`src/rtl/wcc_pkg.sv`:
```
// ----------------------------------------------------------------------------
// wcc_pkg - shared types and constants of the weak composition counter
// Modulus, count width and the wavefront beat passed between row cells.
// ----------------------------------------------------------------------------
package wcc_pkg;

    localparam int WAY_W = 30;
    localparam logic [WAY_W-1:0] WAY_MOD = 30'd1000000000;

    // one prefix-sum pass front moving along the cell row
    typedef struct packed {
        logic             tok;   // pass front present
        logic             last;  // final pass of the item
        logic [WAY_W-1:0] sum;   // running prefix sum of this pass
    } t_wave;

endpackage

```
`src/rtl/wcc_cell.sv`:
```
// ----------------------------------------------------------------------------
// wcc_cell - one column of the row store
// Holds one row entry; adds it to the passing prefix sum modulo 1e9.
// ----------------------------------------------------------------------------
module wcc_cell #(
    parameter int SW  = 8,
    parameter int IDX = 0
) (
    input  logic           i_clk,
    input  logic           i_rst_n,
    input  logic           i_load,
    input  logic [SW-1:0]  i_thr,
    input  wcc_pkg::t_wave i_wave,
    output wcc_pkg::t_wave o_wave
);
    import wcc_pkg::*;

    logic [WAY_W-1:0] r_val;
    t_wave            r_wave;
    logic [WAY_W:0]   raw_sum;
    logic [WAY_W-1:0] mod_sum;

    always_comb begin
        raw_sum = {1'b0, i_wave.sum} + {1'b0, r_val};
        if (raw_sum >= {1'b0, WAY_MOD}) begin
            mod_sum = WAY_W'(raw_sum - {1'b0, WAY_MOD});
        end else begin
            mod_sum = raw_sum[WAY_W-1:0];
        end
    end

    // entry: ones from the threshold up, zero padding below it
    always_ff @(posedge i_clk) begin
        if (i_load) begin
            r_val <= (SW'(IDX) >= i_thr) ? WAY_W'(1) : '0;
        end else if (i_wave.tok) begin
            r_val <= mod_sum;
        end
    end

    always_ff @(posedge i_clk) begin
        if (!i_rst_n) begin
            r_wave <= '0;
        end else begin
            r_wave.tok  <= i_wave.tok;
            r_wave.last <= i_wave.last;
            r_wave.sum  <= mod_sum;
        end
    end

    assign o_wave = r_wave;

endmodule

```
`config.mk`:
```
export PLATFORM = sky130hd
export DESIGN_NAME = wcc_cell
export DESIGN_NICKNAME = d
export VERILOG_FILES = /design/src/rtl/wcc_pkg.sv /design/src/rtl/wcc_cell.sv
export SDC_FILE = /design/constraint.sdc
export NUM_CORES = 1
export LEC_CHECK = 0
export ABC_AREA = 1
export BUFFER_PORTS_ARGS = -buffer_cell sky130_fd_sc_hd__buf_4
export CAP_MARGIN = 10
export CORE_ASPECT_RATIO = 2
export CORE_MARGIN = 2
export CORE_UTILIZATION = 30
export DETAILED_ROUTE_END_ITERATION = 16
export PLACE_DENSITY_LB_ADDON = 0.08
export SYNTH_ARGS = -nofsm -noshare
export SYNTH_HDL_FRONTEND = slang
export SYNTH_SLANG_ARGS = --single-unit
```
`constraint.sdc`:
```
create_clock -name i_clk -period 3.35 [get_ports i_clk]
set_clock_uncertainty 0.1 [all_clocks]
set_input_delay 0.67 -clock i_clk [delete_from_list [all_inputs] [get_ports i_clk]]
set_output_delay 0.67 -clock i_clk [all_outputs]
set_load 0.005 [all_outputs]
```
==> results of run 1 <==
## layout by cell type, fill, tap and decap left out, drive strengths merged
cell      count
nand2       323
buf         231
inv         132
nor2         94
nand3        67
a21oi        65
dfxtp        32
nand4        31
ha           31
edfxtp       30
xor2         15
clkbuf        9
o21ai         9
nor3          5
nand3b        3
clkinv        3
o21a          2
o21bai        2
and2          2
clkinvlp      2
nor4          1
or2           1
a21o          1
xnor2         1
fa            1
bufinv        1
## worst max path at each step
stage	depth (start not counted)	to
floorplan	16	r_val[19]
global placement	20	r_val[22]
detailed placement	20	r_val[23]
CTS	21	r_val[27]
global route	20	r_val[22]
finish	20	r_val[15]
## sequential cells by signal (all words and copies together), names as in the netlist
| name | flops |
|---|---|
| o_wave | 32 |
| r_val | 30 |
## per-layer routing
metal	up-vias	global-route usage [%]	part of all wire [%]
met4	0	12.84	6.1
met2	105	46.45	60
met3	46	1.875	2.0
li1	3210	-	-
met1	2748	19.05	32
met5	-	0	0
## kinds of logic after synthesis
kind of cell / after synthesis
buffers and inverters: 142
AOI/OAI and AO/OA: 79
DFF: 62
xor gates and xnor gates: 16
and+or+nand+nor: 526
adders and majority gates: 32
## worst min-delay path: stages
cell     delay (ns)
buf_4          0.08
nand2_1        0.04
inv_1          0.04
## metrics by stage
stage               total power, mW  util (%)  setup TNS [ns]  cell area, um2
floorplan                     4.504         -               0            5409
global placement              7.466     41.33          -14.56            7315
detailed placement            7.472     41.33          -16.56            7315
CTS                           8.506     43.17       -0.008117            7641
global route                  9.668     45.73         -0.3907            8093
finish                        8.923     45.73               0            8093
## layout make-up
class,count,area (um2),share of cell area [%]
Tap cell,213,266.5,3.293
Clock inverter,7,71.32,0.8813
Multi-Input combinational cell,654,3714,45.89
Clock buffer,9,225.2,2.783
Timing Repair Buffer,231,1783,22.03
Sequential cell,62,1541,19.05
Inverter,131,491.7,6.076
## what timing repair did
item	in CTS	in global routing
pin swaps	1	25
cloned	1	0
endpoints found under the hold margin	0	0
resized for setup	4	83
buffers inserted	0	9
setup endpoints to repair	32	42
## power groups by stage
| stage | clock network (mW) | registers, mW | logic, mW |
|---|---|---|---|
| after global placement | 0 | 1.35 | 6.11 |
| after CTS | 0.981 | 1.34 | 6.18 |
| after floorplan | 0 | 1.22 | 3.28 |
| after detailed placement | 0 | 1.35 | 6.12 |
| final | 0.959 | 1.35 | 6.61 |
| after global routing | 1.01 | 1.36 | 7.30 |
==> run_results.csv, run 1 <==
group,metric,value,unit
status,status,"finished clean",
cells_and_area,syn2layout_area_growth,49.62,%
worst_setup_path,path_cells,"buf_4 -> ha_2 -> fa_2 -> nand2_1 -> nand2_2 -> nand3_1 -> nand2_2 -> nand2_2 -> nand2_2 -> nand2_2 -> nand2_1 -> nand2_1 -> nand2_2 -> nand2_2 -> nor2_2 -> a21oi_4 -> buf_4 -> buf_4 -> nand4_1 -> a21oi_2",
worst_setup_path,rr_worst_depth,18,
timing,slew_headroom,62.71,%
synth,synth-compound-area-share,8.096,%
worst_setup_path,worstSetupPathType,"in2reg",
route,drtIter0Drc,206,
synth,ys_types,38,
synth,netlist.area_leader.share,21.10,%
hold_path,hp-class,"in2reg",
worst_setup_path,cp_num_buf_inv,3,
synth,synth_top_family_by_area,"simple AND/OR/NAND/NOR gates",
timing,slew_viol_final,0,
synth,synth.top_cells.by_area,"nand2_1, edfxtp_1, dfxtp_1",
worst_setup_path,worstSetupStartpointType,"input port",
floorplan,core,17700,um2
worst_setup_path,timing.rr.start,"r_val[9]",
floorplan,die_height,193.9,um
synth,synth_edf_count,30,
placement,dp_hpwl,17.81,mm
route,via_per_inst,4.674,
placement,dp_slack,-0.4865,ns
pwr,peakVddDrop,0.3834,mV
timing,whs,0.4183,ns
clock_tree,clk_pin_slew,0.06,ns
floorplan,die_w,98.95,um
cells_and_area,final_nets,1164,
clock_tree,clock_path_buffers,2,
grt,grt_max_degree,32,
worst_setup_path,required,3.44,ns
clock_tree,root_buffer,"clkbuf_16",
synth,yosysMostFrequentCell,"nand2_1",
synth,synthCells,857,
worst_setup_path,critPathTopFamily,"simple AND/OR/NAND/NOR gates",
timing,rsz0062_at_grt,"true",
pwr,clockPowerShare,10.7,%
run,drv_cap,0,
clock_tree,cts_buffers,9,
hold_path,hold_depth,3,
synth,ys_async_sr_fraction,0,%
timing,hold_violations,0,
floorplan,ioPinCount,75,
clock_tree,clock-sinks,62,
route,wl_per_cell,16.24,um
floorplan,dieArea,19180,um2
pwr,power_density,1103,nW/um2
hold_path,min_from,"i_wave[30]",
pwr,switching_share,46.97,%
synth,synth_xor_area_share,2.591,%
timing,worst_slack,0.1163,ns
pwr,p_switching,4.191,mW
clock_tree,cts-htree-levels,3,
grt,grt_pass1_wl,32.26,mm
worst_setup_path,arrival,3.32,ns
worst_setup_path,cpPeakStageDelay,0.44,ns
timing,min_period,3.234,ns
clock_tree,cts_tree,"built",
cells_and_area,num-fill-cells,1898,
pwr,seqPwrFrac,15.1,%
route,first_pass_iters,4,
worst_setup_path,path_max_fanout,6,
grt,antenna_found_initial,0,
clock_tree,hold_buffers,0,
synth,ys.flop_type,"dfxtp_1",
synth,syn_avg_cell_area,6.311,um2
floorplan,start_util,30.56,%
pwr,p_leak,4.199,nW
synth,synthAdderAreaFrac,7.541,%
synth,synthSimpleGateAreaFrac,42.98,%
worst_setup_path,rrSetupSlack,0.16,ns
timing,fmaxAchievable,309.2,MHz
worst_setup_path,endpoint_kind,"register",
route,drc,0,
worst_setup_path,worst_path_most_repeated_cell,"nand2_2",
cells_and_area,drive_gt1_share,36.20,%
clock_tree,clock_latency,0.33,ns
synth,yosys_warnings,0,
synth,muxShareOfSynthArea,0,%
synth,synth_seq_cells,62,
timing,finalCritPeriodShare,96.53,%
synth,synth_common_cells,"nand2_1, inv_1, nor2_1",
pwr,comb_power_share,74.1,%
synth,yosysSeqAreaShare,28.50,%
pwr,internal_power,4.732,mW
route,drt-total-wl,21.22,mm
placement,dpl.cell_count,1281,
grt,grt_pass1_vias,6268,
route,via_count,6109,
placement,io_buffers,74,
synth,syn-num-nets,932,
floorplan,rows,69,
route,detail-route-antenna-nets,0,
worst_setup_path,crit_slowest_cell,"fa_2",
timing,worst_pin_slew,0.5585,ns
synth,synth_area_leader_cell,"nand2_1",
synth,synth_area,5409,um2
grt,grt_usage,22.17,%
cells_and_area,diodes,0,
worst_setup_path,crit_path_start,"i_wave[0]",
cells_and_area,fin_cells,1307,
worst_setup_path,r2r-end,"r_val[15]",
grt,grt_overflow,0,
placement,gp_congestion,0.9185,
timing,setup_viol,0,
hold_path,whs_endpoint,"o_wave[30]",
Note: power is estimated with default switching activity, not from simulation.
==> run 2: changes to the inputs <==
--- a/config.mk
+++ b/config.mk
@@ -6,7 +6,7 @@
 export NUM_CORES = 1
 export LEC_CHECK = 0
 export ABC_AREA = 1
-export BUFFER_PORTS_ARGS = -buffer_cell sky130_fd_sc_hd__buf_4
+export BUFFER_PORTS_ARGS = -buffer_cell sky130_fd_sc_hd__buf_2
 export CAP_MARGIN = 10
 export CORE_ASPECT_RATIO = 2
 export CORE_MARGIN = 2
==> run 2 against run 1 <==
Sequential share of layout area shrank 0.56 points. Worst setup slack lost 0.025 ns. Count of clock-buffer cells in the layout grew 1. Worst hold slack lost 0.0085 ns. Global-route usage grew 0.20 points. Clock power shrank 9.9%. First-iteration DRC count shrank 16%. Critical path depth shrank 1. Register-to-register slack lost 0.07 ns. Wire length grew 2.0%. Critical endpoint is now o_wave[17].
==> run_results.csv, run 2 (synthesis results as in run 1) <==
group,metric,value,unit
worst_setup_path,r2r-end,"o_wave[17]",
placement,dpl.cell_count,1294,
clock_tree,clock_latency,0.35,ns
grt,grt_pass1_wl,32.12,mm
floorplan,die_height,193.9,um
grt,grt_overflow,0,
pwr,seqPwrFrac,14.9,%
cells_and_area,final_common_cell,"nand2_1",
grt,grt_max_degree,32,
worst_setup_path,path_cells,"ha_4 -> nand2_2 -> inv_2 -> nand2_2 -> nor2_4 -> nand2_2 -> nand3_2 -> nand3b_1 -> buf_4 -> nand3_1 -> nand2_2 -> nand2_2 -> nor2_2 -> a21oi_4 -> buf_4 -> buf_4 -> nand4_1 -> buf_4 -> a21oi_1",
pwr,p_leak,4.288,nW
worst_setup_path,path_max_fanout,5,
placement,io_buffers,74,
worst_setup_path,rrSetupSlack,0.09,ns
clock_tree,cts_tree,"built",
timing,fmaxAchievable,306.9,MHz
worst_setup_path,arrival,3.42,ns
clock_tree,hold_buffers,0,
floorplan,ioPinCount,75,
placement,dp_hpwl,17.69,mm
timing,worst_pin_slew,0.8518,ns
cells_and_area,num-fill-cells,1903,
cells_and_area,final_nets,1184,
floorplan,start_util,30.56,%
timing,setup_viol,0,
floorplan,rows,69,
hold_path,whs_endpoint,"o_wave[30]",
route,via_count,6236,
hold_path,min_from,"i_wave[30]",
cells_and_area,final_cell_mix,"nand2_1, buf_4, inv_1, buf_2, nor2_1",
pwr,internal_power,4.833,mW
clock_tree,clk_pin_slew,0.05,ns
route,drc,0,
timing,finalSetupTns,0,ns
cells_and_area,drive_gt1_share,40.22,%
route,wl_per_cell,16.32,um
worst_setup_path,required,3.51,ns
grt,grt_usage,22.38,%
worst_setup_path,worstSetupStartpointType,"register",
timing,slew_viol_final,0,
worst_setup_path,timing.rr.start,"r_val[9]",
timing,rsz0062_at_grt,"true",
route,wl_met2,12.63,mm
worst_setup_path,cpPeakStageDelay,0.51,ns
route,drt-met1-wl,6.982,mm
timing,min_period,3.258,ns
pwr,peakVddDrop,0.4626,mV
cells_and_area,utilization,47.11,%
route,via_per_inst,4.699,
route,drt-total-wl,21.65,mm
timing,hold_violations,0,
timing,finalCritPeriodShare,97.26,%
worst_setup_path,endpoint_kind,"register",
pwr,comb_power_share,75.7,%
clock_tree,clock_path_buffers,2,
grt,grt_pass1_vias,6256,
timing,slew_headroom,43.21,%
route,detail-route-antenna-nets,0,
cells_and_area,fin_cells,1327,
cells_and_area,syn2layout_area_growth,54.15,%
pwr,switching_share,47.54,%
route,drtIter0Drc,174,
route,first_pass_iters,4,
worst_setup_path,crit_slowest_cell,"edfxtp_1",
placement,gp_congestion,0.9292,
pwr,clockPowerShare,9.4,%
cells_and_area,diodes,0,
route,dr_wl_met3,469,um
clock_tree,clock-sinks,62,
status,status,"finished clean",
worst_setup_path,rr_worst_depth,19,
hold_path,hp-class,"in2reg",
hold_path,hold_depth,3,
worst_setup_path,worst_path_most_repeated_cell,"nand2_2",
worst_setup_path,worstSetupPathType,"reg2reg",
clock_tree,cts-htree-levels,3,
cells_and_area,largest_reg_flops,32,
route,top_layer,"met4",
cells_and_area,final_area,8338,um2
grt,antenna_found_initial,0,
pwr,finalPower,9.214,mW
run,drv_cap,0,
pwr,power_density,1105,nW/um2
clock_tree,root_buffer,"clkbuf_16",
floorplan,die_w,98.95,um
clock_tree,cts_buffers,9,
pwr,p_switching,4.380,mW
floorplan,core,17700,um2
floorplan,dieArea,19180,um2
placement,placed_area,7239,um2
run 2: cell count changes in the layout (fill, tap and decap cells not counted), sizes merged:
cell | previous run | this run
inv | 132 | 130
clkbuf | 9 | 11
clkinv | 3 | 5
nand3 | 67 | 69
bufinv | 1 | 0
buf | 231 | 248
run 2: power by group through the flow:
stage               registers, mW  clock network [mW]  logic (mW)
finish                       1.38               0.864        6.97
global route                 1.38               0.923        7.62
CTS                          1.33               0.896        6.28
detailed placement           1.35                   0        6.18
global placement             1.34                   0        6.18
floorplan                    1.22                   0        3.28
run 2: worst max-delay path: cells and delay by family, from the launching register on:
family | cells | cell delay (ns)
AO/OA/AOI/OAI | 2 | 0.41
buffers and inverters | 5 | 0.73
adder cells (fa/ha/maj) | 1 | 0.34
flip-flops | 1 | 0.51
AND/OR/NAND/NOR | 11 | 1.07
run 2: area by class of cell:
| cell class | count | area, um2 | share of cell area [%] |
|---|---|---|---|
| clock buffers | 10 | 229.0 | 2.746 |
| clock inverters | 6 | 38.79 | 0.4652 |
| inverters | 131 | 491.7 | 5.897 |
| multi-input cells | 656 | 4015 | 48.15 |
| flip-flops and latches | 62 | 1541 | 18.49 |
| well taps | 213 | 266.5 | 3.196 |
| repair buffers | 249 | 1755 | 21.05 |
run 2: what timing repair did:
action / 4_1_cts / 5_1_grt
buffers inserted: 2 / 11
pin swaps: 2 / 30
endpoints found under the setup margin: 27 / 42
gates cloned: 1 / 3
gates resized for setup: 5 / 132
run 2: worst max-delay path by stage:
stage | startpoint | to | slack, ns
after CTS | r_val[9] | r_val[14] | 0.0009
after global placement | i_wave[4] | r_val[9] | -0.46
final | r_val[9] | o_wave[17] | 0.09
after global routing | r_val[18] | r_val[17] | -0.05
after detailed placement | i_wave[0] | r_val[19] | -0.47
after floorplan | i_wave[0] | r_val[19] | 0.04
run 2: layer usage:
| metal | global-route usage (%) | up-vias |
|---|---|---|
| met5 | 0 | - |
| met4 | 15.93 | 0 |
| met3 | 2.740 | 53 |
| met2 | 45.67 | 112 |
| met1 | 18.46 | 2821 |
| li1 | - | 3250 |
run 2: metrics by stage:
step / hold WS, ns / setup slack [ns]
floorplan: 0.4348 / 0.03814
global placement: 0.5300 / -0.4570
detailed placement: 0.5291 / -0.4703
CTS: 0.3983 / 0.0009295
global route: 0.4173 / -0.04518
finish: 0.4097 / 0.09177
